===== src/bpc_pkg.sv =====
// ----------------------------------------------------------------------------
// bpc_pkg
// Types and constants shared by the barometer pressure compensation block.
// ----------------------------------------------------------------------------
package bpc_pkg;

    localparam int COEFF_W = 16;
    localparam int WORD_W  = 16;
    localparam int ADC_W   = 10;
    localparam int PROD1_W = 27;
    localparam int PROD2_W = 38;
    localparam int SUM_W   = 39;
    localparam int NUM_W   = 50;
    localparam int QUO_W   = 26;
    localparam int LOW_W   = 23;
    localparam int OUT_W   = 12;

    // (800 + 1/2) * 1023 * 2^24 written as 1601 * 1023 * 2^23
    localparam logic signed [NUM_W-1:0] NUM_BIAS = 50'sd1637823 <<< 23;
    // smallest quotient input that rounds above the output range
    localparam logic signed [QUO_W-1:0] OVER_LIMIT = 26'sd4190208;
    // floor(2^32 / 1023)
    localparam logic [LOW_W-1:0]        RECIP_1023 = 23'd4198404;
    localparam logic [ADC_W-1:0]        DIV_CONST  = 10'd1023;
    localparam logic [OUT_W-1:0]        OUT_MAX    = 12'd4095;

    typedef enum logic [1:0] {
        REG_OFFSET      = 2'd0,
        REG_SENSITIVITY = 2'd1,
        REG_TEMP_OFFSET = 2'd2,
        REG_TEMP_SENS   = 2'd3
    } cfg_reg_t;

    typedef struct packed {
        logic [WORD_W-1:0] pressure_word;
        logic [WORD_W-1:0] temperature_word;
    } in_t;

    typedef struct packed {
        logic [OUT_W-1:0] pressure_sixteenths;
        logic             clipped;
    } out_t;

    typedef struct packed {
        logic signed [COEFF_W-1:0] offset_coeff;
        logic signed [COEFF_W-1:0] sensitivity_coeff;
        logic signed [COEFF_W-1:0] temp_offset_coeff;
        logic signed [COEFF_W-1:0] temp_sens_coeff;
    } coeff_t;

endpackage


===== src/barometer_pressure_compensation.sv =====
// ----------------------------------------------------------------------------
// barometer_pressure_compensation
// Compensated barometric pressure from raw pressure and temperature words.
// ----------------------------------------------------------------------------
// One pressure/temperature pair is taken per cycle while the output side
// is not stalled, and each transaction passes through six register stages
// (three for the exact polynomial sum, three for the scaling by 1/1023 and
// clamp) before yielding one result. Only the top ten bits of each input
// word are used. The output is pressure in 1/16 kPa, clamped to 0..4095
// with clipped set when the limit was hit. Coefficients are to be written
// through the configuration port only while no transaction is in flight;
// the block itself does not enforce this.
module barometer_pressure_compensation import bpc_pkg::*; (
    input  logic               aclk,
    input  logic               aresetn,
    input  logic               cfg_wr_en,
    input  logic [1:0]         cfg_addr,
    input  logic [COEFF_W-1:0] cfg_wr_data,
    input  logic               s_valid,
    output logic               s_ready,
    input  in_t                s_data,
    output logic               m_valid,
    input  logic               m_ready,
    output out_t               m_data
);

    coeff_t                  coeff;
    logic                    sum_valid;
    logic                    sum_ready;
    logic signed [SUM_W-1:0] sum;

    bpc_cfg_regs u_cfg_regs (
        .aclk        (aclk),
        .aresetn     (aresetn),
        .cfg_wr_en   (cfg_wr_en),
        .cfg_addr    (cfg_addr),
        .cfg_wr_data (cfg_wr_data),
        .coeff       (coeff)
    );

    bpc_poly u_poly (
        .aclk      (aclk),
        .aresetn   (aresetn),
        .coeff     (coeff),
        .in_valid  (s_valid),
        .in_ready  (s_ready),
        .in_data   (s_data),
        .out_valid (sum_valid),
        .out_ready (sum_ready),
        .out_sum   (sum)
    );

    bpc_scale u_scale (
        .aclk      (aclk),
        .aresetn   (aresetn),
        .in_valid  (sum_valid),
        .in_ready  (sum_ready),
        .in_sum    (sum),
        .out_valid (m_valid),
        .out_ready (m_ready),
        .out_data  (m_data)
    );

endmodule


===== src/bpc_cfg_regs.sv =====
// ----------------------------------------------------------------------------
// bpc_cfg_regs
// Coefficient register file written through the plain configuration port.
// ----------------------------------------------------------------------------
module bpc_cfg_regs import bpc_pkg::*; (
    input  logic               aclk,
    input  logic               aresetn,
    input  logic               cfg_wr_en,
    input  logic [1:0]         cfg_addr,
    input  logic [COEFF_W-1:0] cfg_wr_data,
    output coeff_t             coeff
);

    coeff_t coeff_reg;
    coeff_t coeff_next;

    always_comb begin
        coeff_next = coeff_reg;
        if (cfg_wr_en) begin
            case (cfg_reg_t'(cfg_addr))
                REG_OFFSET:      coeff_next.offset_coeff      = cfg_wr_data;
                REG_SENSITIVITY: coeff_next.sensitivity_coeff = cfg_wr_data;
                REG_TEMP_OFFSET: coeff_next.temp_offset_coeff = cfg_wr_data;
                REG_TEMP_SENS:   coeff_next.temp_sens_coeff   = cfg_wr_data;
                default:         coeff_next = coeff_reg;
            endcase
        end
    end

    always_ff @(posedge aclk) begin
        if (!aresetn) begin
            coeff_reg <= '0;
        end else begin
            coeff_reg <= coeff_next;
        end
    end

    assign coeff = coeff_reg;

endmodule


===== src/bpc_poly.sv =====
// ----------------------------------------------------------------------------
// bpc_poly
// Three-stage pipeline forming the exact compensation sum with 24 fraction
// bits: products, then second product and linear terms, then final add.
// ----------------------------------------------------------------------------
module bpc_poly import bpc_pkg::*; (
    input  logic                    aclk,
    input  logic                    aresetn,
    input  coeff_t                  coeff,
    input  logic                    in_valid,
    output logic                    in_ready,
    input  in_t                     in_data,
    output logic                    out_valid,
    input  logic                    out_ready,
    output logic signed [SUM_W-1:0] out_sum
);

    logic                      v1_reg, v2_reg, v3_reg;
    logic                      v1_next, v2_next, v3_next;
    logic                      en1, en2, en3;

    logic signed [ADC_W:0]     p_s, t_s;
    logic signed [ADC_W:0]     p_reg;
    logic signed [PROD1_W-1:0] bp_reg, ct_reg, b2t_reg;
    logic signed [PROD2_W-1:0] ctp_reg;
    logic signed [SUM_W-1:0]   lin_reg, lin_next;
    logic signed [SUM_W-1:0]   sum_reg;

    assign en3 = !v3_reg || out_ready;
    assign en2 = !v2_reg || en3;
    assign en1 = !v1_reg || en2;

    assign v1_next = en1 ? in_valid : v1_reg;
    assign v2_next = en2 ? v1_reg   : v2_reg;
    assign v3_next = en3 ? v2_reg   : v3_reg;

    assign p_s = $signed({1'b0, in_data.pressure_word[WORD_W-1 -: ADC_W]});
    assign t_s = $signed({1'b0, in_data.temperature_word[WORD_W-1 -: ADC_W]});

    always_comb begin
        lin_next = (SUM_W'(coeff.offset_coeff) <<< 21)
                 + (SUM_W'(bp_reg) <<< 11)
                 + (SUM_W'(b2t_reg) <<< 10);
    end

    always_ff @(posedge aclk) begin
        if (!aresetn) begin
            v1_reg <= 1'b0;
            v2_reg <= 1'b0;
            v3_reg <= 1'b0;
        end else begin
            v1_reg <= v1_next;
            v2_reg <= v2_next;
            v3_reg <= v3_next;
        end
    end

    always_ff @(posedge aclk) begin
        if (en1) begin
            p_reg   <= p_s;
            bp_reg  <= coeff.sensitivity_coeff * p_s;
            ct_reg  <= coeff.temp_sens_coeff * t_s;
            b2t_reg <= coeff.temp_offset_coeff * t_s;
        end
        if (en2) begin
            ctp_reg <= ct_reg * p_reg;
            lin_reg <= lin_next;
        end
        if (en3) begin
            sum_reg <= lin_reg + SUM_W'(ctp_reg);
        end
    end

    assign in_ready  = en1;
    assign out_valid = v3_reg;
    assign out_sum   = sum_reg;

endmodule


===== src/bpc_scale.sv =====
// ----------------------------------------------------------------------------
// bpc_scale
// Three-stage pipeline turning the sum into 1/16 kPa: scale and bias,
// reciprocal multiply by 1/1023 with range checks, then correction and clamp.
// ----------------------------------------------------------------------------
module bpc_scale import bpc_pkg::*; (
    input  logic                    aclk,
    input  logic                    aresetn,
    input  logic                    in_valid,
    output logic                    in_ready,
    input  logic signed [SUM_W-1:0] in_sum,
    output logic                    out_valid,
    input  logic                    out_ready,
    output out_t                    out_data
);

    logic                        v4_reg, v5_reg, v6_reg;
    logic                        v4_next, v5_next, v6_next;
    logic                        en4, en5, en6;

    logic signed [NUM_W-1:0]     num;
    logic signed [QUO_W-1:0]     n1_reg;
    logic [2*LOW_W-1:0]          recip_prod;
    logic [LOW_W-1:0]            low_reg;
    logic [OUT_W-1:0]            qest_reg;
    logic                        neg_reg, over_reg;
    logic [LOW_W-1:0]            rem;
    logic [OUT_W-1:0]            quo;
    out_t                        res_reg, res_next;

    assign en6 = !v6_reg || out_ready;
    assign en5 = !v5_reg || en6;
    assign en4 = !v4_reg || en5;

    assign v4_next = en4 ? in_valid : v4_reg;
    assign v5_next = en5 ? v4_reg   : v5_reg;
    assign v6_next = en6 ? v5_reg   : v6_reg;

    // 1040 * s + bias
    assign num = (NUM_W'(in_sum) <<< 10) + (NUM_W'(in_sum) <<< 4) + NUM_BIAS;

    assign recip_prod = n1_reg[LOW_W-1:0] * RECIP_1023;

    always_comb begin
        rem = low_reg - ((LOW_W'(qest_reg) << ADC_W) - LOW_W'(qest_reg));
        quo = (rem >= LOW_W'(DIV_CONST)) ? qest_reg + 1'b1 : qest_reg;
        res_next.clipped = neg_reg || over_reg;
        if (neg_reg) begin
            res_next.pressure_sixteenths = '0;
        end else if (over_reg) begin
            res_next.pressure_sixteenths = OUT_MAX;
        end else begin
            res_next.pressure_sixteenths = quo;
        end
    end

    always_ff @(posedge aclk) begin
        if (!aresetn) begin
            v4_reg <= 1'b0;
            v5_reg <= 1'b0;
            v6_reg <= 1'b0;
        end else begin
            v4_reg <= v4_next;
            v5_reg <= v5_next;
            v6_reg <= v6_next;
        end
    end

    always_ff @(posedge aclk) begin
        if (en4) begin
            n1_reg <= num[NUM_W-1:24];
        end
        if (en5) begin
            neg_reg  <= n1_reg[QUO_W-1];
            over_reg <= n1_reg >= OVER_LIMIT;
            low_reg  <= n1_reg[LOW_W-1:0];
            qest_reg <= recip_prod[32 +: OUT_W];
        end
        if (en6) begin
            res_reg <= res_next;
        end
    end

    assign in_ready  = en4;
    assign out_valid = v6_reg;
    assign out_data  = res_reg;

endmodule

===== config.mk =====
export PLATFORM = sky130hd
export DESIGN_NAME = barometer_pressure_compensation
export DESIGN_NICKNAME = d
export VERILOG_FILES = /design/src/bpc_pkg.sv /design/src/barometer_pressure_compensation.sv /design/src/bpc_cfg_regs.sv /design/src/bpc_poly.sv /design/src/bpc_scale.sv
export SDC_FILE = /design/constraint.sdc
export NUM_CORES = 2
export LEC_CHECK = 0
export ABC_AREA = 1
export BUFFER_PORTS_ARGS = -buffer_cell sky130_fd_sc_hd__buf_2
export CAP_MARGIN = 20
export CORE_UTILIZATION = 70
export CTS_CLUSTER_SIZE = 30
export DETAILED_ROUTE_END_ITERATION = 7
export PLACE_DENSITY = 0.95
export SLEW_MARGIN = 15
export SYNTH_ARGS = -nofsm -noshare
export SYNTH_HDL_FRONTEND = slang
export SYNTH_SLANG_ARGS = --single-unit
export TNS_END_PERCENT = 1

===== constraint.sdc =====
create_clock -name aclk -period 11.4 [get_ports aclk]
set_input_delay 1.14 -clock aclk [delete_from_list [all_inputs] [get_ports aclk]]
set_output_delay 1.14 -clock aclk [all_outputs]
set_load 0.01 [all_outputs]

* Word-level counts from Yosys, hierarchy flattened *
Index checks and enable logic that the tools add are counted.
W data, S select, Z words.

operators by class
  $add $sub $neg = 8
  $mul = 5
  magnitude comparators = 2
  eq/ne operators = 3
  multiplexer cells = 2
  reduce and logical (&&, ||, !) cells = 18

operator list
  cell                      count
  $mul A16 B11 Y27          3
  $add A49 B43 Y50          1
  $add A50 B45 Y50 const B  1
  $mul A23 B21 Y42 const B  1
  $add A37 B38 Y39          1
  $add A39 B37 Y39          1
  $add A39 B38 Y39          1
  $mul A27 B11 Y38          1
  $ge A26 B23 Y1 const B    1
  $mux W12                  2
  $ge A23 B10 Y1 const B    1
  $sub A22 B12 Y23          1
  $sub A23 B23 Y23          1
  $add A12 B1 Y12 const B   1
  $reduce_and A2 Y1         4
  $logic_or A1 B1 Y1        7
  $logic_not A1 Y1          6
  $eq A2 B2 Y1 const B      2
  $eq A2 B1 Y1 const B      1
  $logic_not A2 Y1          1

storage, ports and cells
  register bits = 353
  input bits = 55
  output and inout bits = 15
  word-level logic and storage cells = 62

* Longest topological paths before layout *
  word-level depth = 7
  mapped depth = 28
  depth with buffers taken out = 26

* By module *
Synthesis repeated with hierarchy kept, for this count alone.

second synthesis, totals
  cells, all modules = 6834
  area total of the unflattened synthesis = 52330.2 µm²

modules (own cells, without submodules)
  module        times used  cells an instance  area an instance (µm²)  seq. area each (µm²)
  bpc_poly      1           5092               40010.9                 5975.7
  bpc_scale     1           1329               9666.8                  2342.2
  bpc_cfg_regs  1           413                2652.5                  1281.2

* Worst setup path after synthesis *
Ideal clock, no wire load.

  path kind = input port to output port
  from = input port m_ready
  to = output port s_ready
  data arrival time = 6117 ps
  required time = 10260 ps
  slack = 4143 ps
  stages on the path = 10
  buffers on the path = 0
  path through = nor2_1 -> inv_1 -> nor2_1 -> inv_1 -> nor2_1 -> inv_1 -> nor2_1 -> inv_1 -> nor2_1 -> nand2_1

on the way
  word-level cells in the longest chain between the ends = 6

ends and longest elaborated chain
  what                line                                   text
  start: declaration  barometer_pressure_compensation.sv:23  input logic m_ready,
  $logic_or A1 B1 Y1  bpc_scale.sv:31                        assign en6 = !v6_reg || out_ready;
  net u_scale.en6     bpc_scale.sv:19                        logic en4, en5, en6;
  $logic_or A1 B1 Y1  bpc_scale.sv:32                        assign en5 = !v5_reg || en6;
  net u_scale.en5     bpc_scale.sv:19
  $logic_or A1 B1 Y1  bpc_scale.sv:33                        assign en4 = !v4_reg || en5;
  net sum_ready       barometer_pressure_compensation.sv:29  logic sum_ready;
  $logic_or A1 B1 Y1  bpc_poly.sv:29                         assign en3 = !v3_reg || out_ready;
  net u_poly.en3      bpc_poly.sv:20                         logic en1, en2, en3;
  $logic_or A1 B1 Y1  bpc_poly.sv:30                         assign en2 = !v2_reg || en3;
  $logic_or A1 B1 Y1  bpc_poly.sv:31                         assign en1 = !v1_reg || en2;
  end: declaration    barometer_pressure_compensation.sv:20  output logic s_ready,

The timed path passes the listed nets, and every way through them passes these cells.

* Worst setup path after layout *
  from = input port s_data[12] in the netlist's numbering
  to = register u_poly.b2t_reg[24], data pin

on the way
  word-level cells in the longest chain between the ends = 1

ends and longest elaborated chain
  what                    line                                   text
  start: declaration      barometer_pressure_compensation.sv:21  input in_t s_data,
  $mul A16 B11 Y27        bpc_poly.sv:63                         b2t_reg <= coeff.temp_offset_coeff * t_s;
  end signal: assignment  bpc_poly.sv:63
  end: declaration        bpc_poly.sv:24                         logic signed [PROD1_W-1:0] bp_reg, ct_reg, b2t_reg;

Every way passes these cells.
A chain may end at the register's enable or synchronous reset.

==> results.md <==
- Number of hold-repair buffers added at the cts stage: 0
- Post-Route Skew: 37.6 ps
- H-tree lvl count: 2
- Cell area after synthesis: 48900 um2
- Via count of the first global-routing pass: 41249
- Hold Startpoint: u_poly.ctp_reg[4]
- Main flop type after synthesis: sky130_fd_sc_hd__edfxtp_1
- Average wire length per cell after detail routing: 18.3 um
- Cell area power density: 293 nW/um2
- Period utilization: 56.2%
- Number of antenna violations at the first check in global routing: 3
- Unrepaired setup endpoints after global routing: false
- Drt first pass iters: 8
- Final number of hold-violating endpoints: 0
- Worst hold path class: reg2reg
- Floorplan die width: 266 um
- Fraction of registers with async set/reset: 0%
- Total Routed Length: 125 mm
- Run status: finished clean
- Core Footprint: 68800 um2
- Measured slew at the worst slew-check pin: 951 ps
- Worst-skew pair later-pin latency: 590 ps
- Cell with the largest stage delay on the worst path: sky130_fd_sc_hd__buf_2
- GRT Total Usage: 35.4%
- Number of remaining DRC errors: 0
- Sum of net half-perimeters after detailed placement: 97.4 mm
- Setup TNS: 0 ps
- Sinks on Clock Net: 343
- Die Y: 266 um
- Minimum clock period: 6410 ps
- Final #Nets: 7112
- Number of setup buffers added after CTS: 0
- Starting density of the core: 71.0%
- Reported max-cap violation count: 0
- Number of design-rule violations left by the first detailed-router iteration: 4159
- VDD IR max: 0.277 mV
- Static leakage power: 28.9 nW
- Wire length of the first global-routing pass: 200 mm
- Critical Path RT: 11720 ps
- Number of synthesized register bits: 343
- Tot Pwr: 15.0 mW
- Worst slew slack as a fraction of its limit: 36.6%
- Count of mapped cells out of synthesis: 5902
- Total non-filler cell area in the finished layout: 51100 um2
- Cells along the critical path: buf_2, nand2_1, fa_1, inv_1, fa_1, fa_1, fa_1, inv_1, fa_1, inv_1, ha_1, nand2_1, nor2_1, inv_1, o21ai_0, a21boi_1, o21bai_1, a21oi_1, o21bai_1, xor2_1
- Total CTS buffers: 38
- Number of enable flip-flop cells after synthesis: 273
- # port buffers: 57
- Critical Path Sink Type: register
- Area Overhead vs Synth: 4.54%
- Root buffer selected by CTS: sky130_fd_sc_hd__clkbuf_16
- R2r startpoint: u_poly.p_reg[6]
- Top achievable clock speed: 156 MHz
- Share of final-layout standard cells stronger than drive strength 1: 2.51%
- Synth unique cells: 49
- Max-slew violation count: 0
- Final count of negative-setup-slack endpoints: 0
- Max FFs per register: 64
- Residual overflow from global routing: 0
- Non-filler cells, final: 6800
- Type of the worst setup path: in2reg
- Startpoint Class: input pin
- Crit path from: s_data[12]
- Inst Count DP: 6724
- Area of placed instances: 49700 um2
- Number of placement rows: 96
- Vias per Instance: 5.81
- Highest cell delay on the worst timing path: 610 ps
- Clock slew at the register clock pins of the worst setup and hold paths: 60 ps
- Avg Inst Size Synth: 8.28 um2
- Number of nets still failing antenna checks after routing: 0
- # resized after CTS: 0
- I/O pin count: 70
- Worst hold slack: 424 ps
- Pin count of the biggest net entering global routing: 68
- CTS tree: built
- Sequential element share of the synthesized area: 19.6%
- Critical Path AT: 6730 ps
- Total Die Area: 70900 um2
- Worst-case clock buffer depth: 3
- DR vias: 39475
- Post-Syn Nets: 7174
- Maximum net fanout on the critical path: 32
- Yosys Warn Count: 0
- Most numerous cell on the critical path: sky130_fd_sc_hd__fa_1
- RD Place Congestion: 0.987
## worst max-delay path, delay by kind of cell
kind            cells  cell delay [ps]
compound gates      5             1280
xor+xnor            1              110
simple gates        3              460
fa+ha+maj           6             2890
buf+inv             5              810
## cells by family after synthesis
group                      share of synthesized area (%)
AOI/OAI and AO/OA                                   6.53
adders and majority gates                           41.8
xor gates and xnor gates                            3.89
DFF                                                 19.6
buffers and inverters                               13.4
and+or+nand+nor                                     14.7
## cells in the mapped netlist (all sizes together), types with 9 or more instances
master     n  area [um2]
o211ai    10        75.1
xor2     135        1180
buf       11        61.3
ha       522        6530
dfxtp     70        1400
nand2   1287        4840
nand4     29         181
xnor2     82         718
o21ai    172         868
inv     1569        5890
nand3    134         676
o21a      21         158
a211oi     9        67.6
fa       695       13900
o21bai    18         135
a21oi    273        1370
edfxtp   273        8200
clkbuf   165         619
a31oi     23         144
nor3      21         110
nor2     307        1170
nor4      18         113
a21o      18         135
## final timing paths
kind                   endpoint  slack, ps  cells after the start
min           u_poly.out_sum[4]        420                      0
max          u_poly.b2t_reg[24]       4990                     20
max reg2reg  u_poly.ctp_reg[32]       5360                     19
min reg2reg   u_poly.out_sum[4]        420                      0
## final cells by class
type | instances | area [um2]
Antenna cell | 1 | 2.50
Clock inverter | 18 | 234
Sequential cell | 343 | 9600
Inverter | 1570 | 5890
Fill cell | 4460 | 17700
Timing Repair Buffer | 74 | 463
Multi-Input combinational cell | 3813 | 32700
Clock buffer | 50 | 1030
Tap cell | 931 | 1160
## cells in the final DEF (no fill, tap or decap), drive strengths merged, types with 6 or more instances in the layout
master	count
inv	1574
nand2	1287
fa	695
ha	522
nor2	307
edfxtp	273
a21oi	273
o21ai	172
xor2	135
nand3	134
xnor2	82
buf	74
dfxtp	70
clkbuf	50
nand4	29
a31oi	23
o21a	21
nor3	21
a21o	18
nor4	18
o21bai	18
o211ai	10
a211oi	9
nand3b	8
a21boi	7
o221ai	6
clkinv	6
## power by group
part           internal, mW  switching, mW  total [mW]
Clock                 0.736          0.546        1.28
Sequential             2.25          0.406        2.66
Combinational          3.88           7.18        11.1
Total                  6.86           8.13        15.0
## layer usage
layer  track usage [%]  share of wire (%)  wire length, um
met5                 0              0.011               14
met3              6.45                9.1            11400
met1              41.6                 36            44300
met4              20.0                6.3             7860
met2              61.2                 49            61100
## stage by stage
stage | setup slack, ps | utilization (%)
floorplan | 4140 | -
global placement | 4770 | 72.3
detailed placement | 4510 | 72.3
CTS | 5060 | 74.1
global route | 4720 | 74.2
finish | 4990 | 74.2
Power figures use the tool's default switching activity.
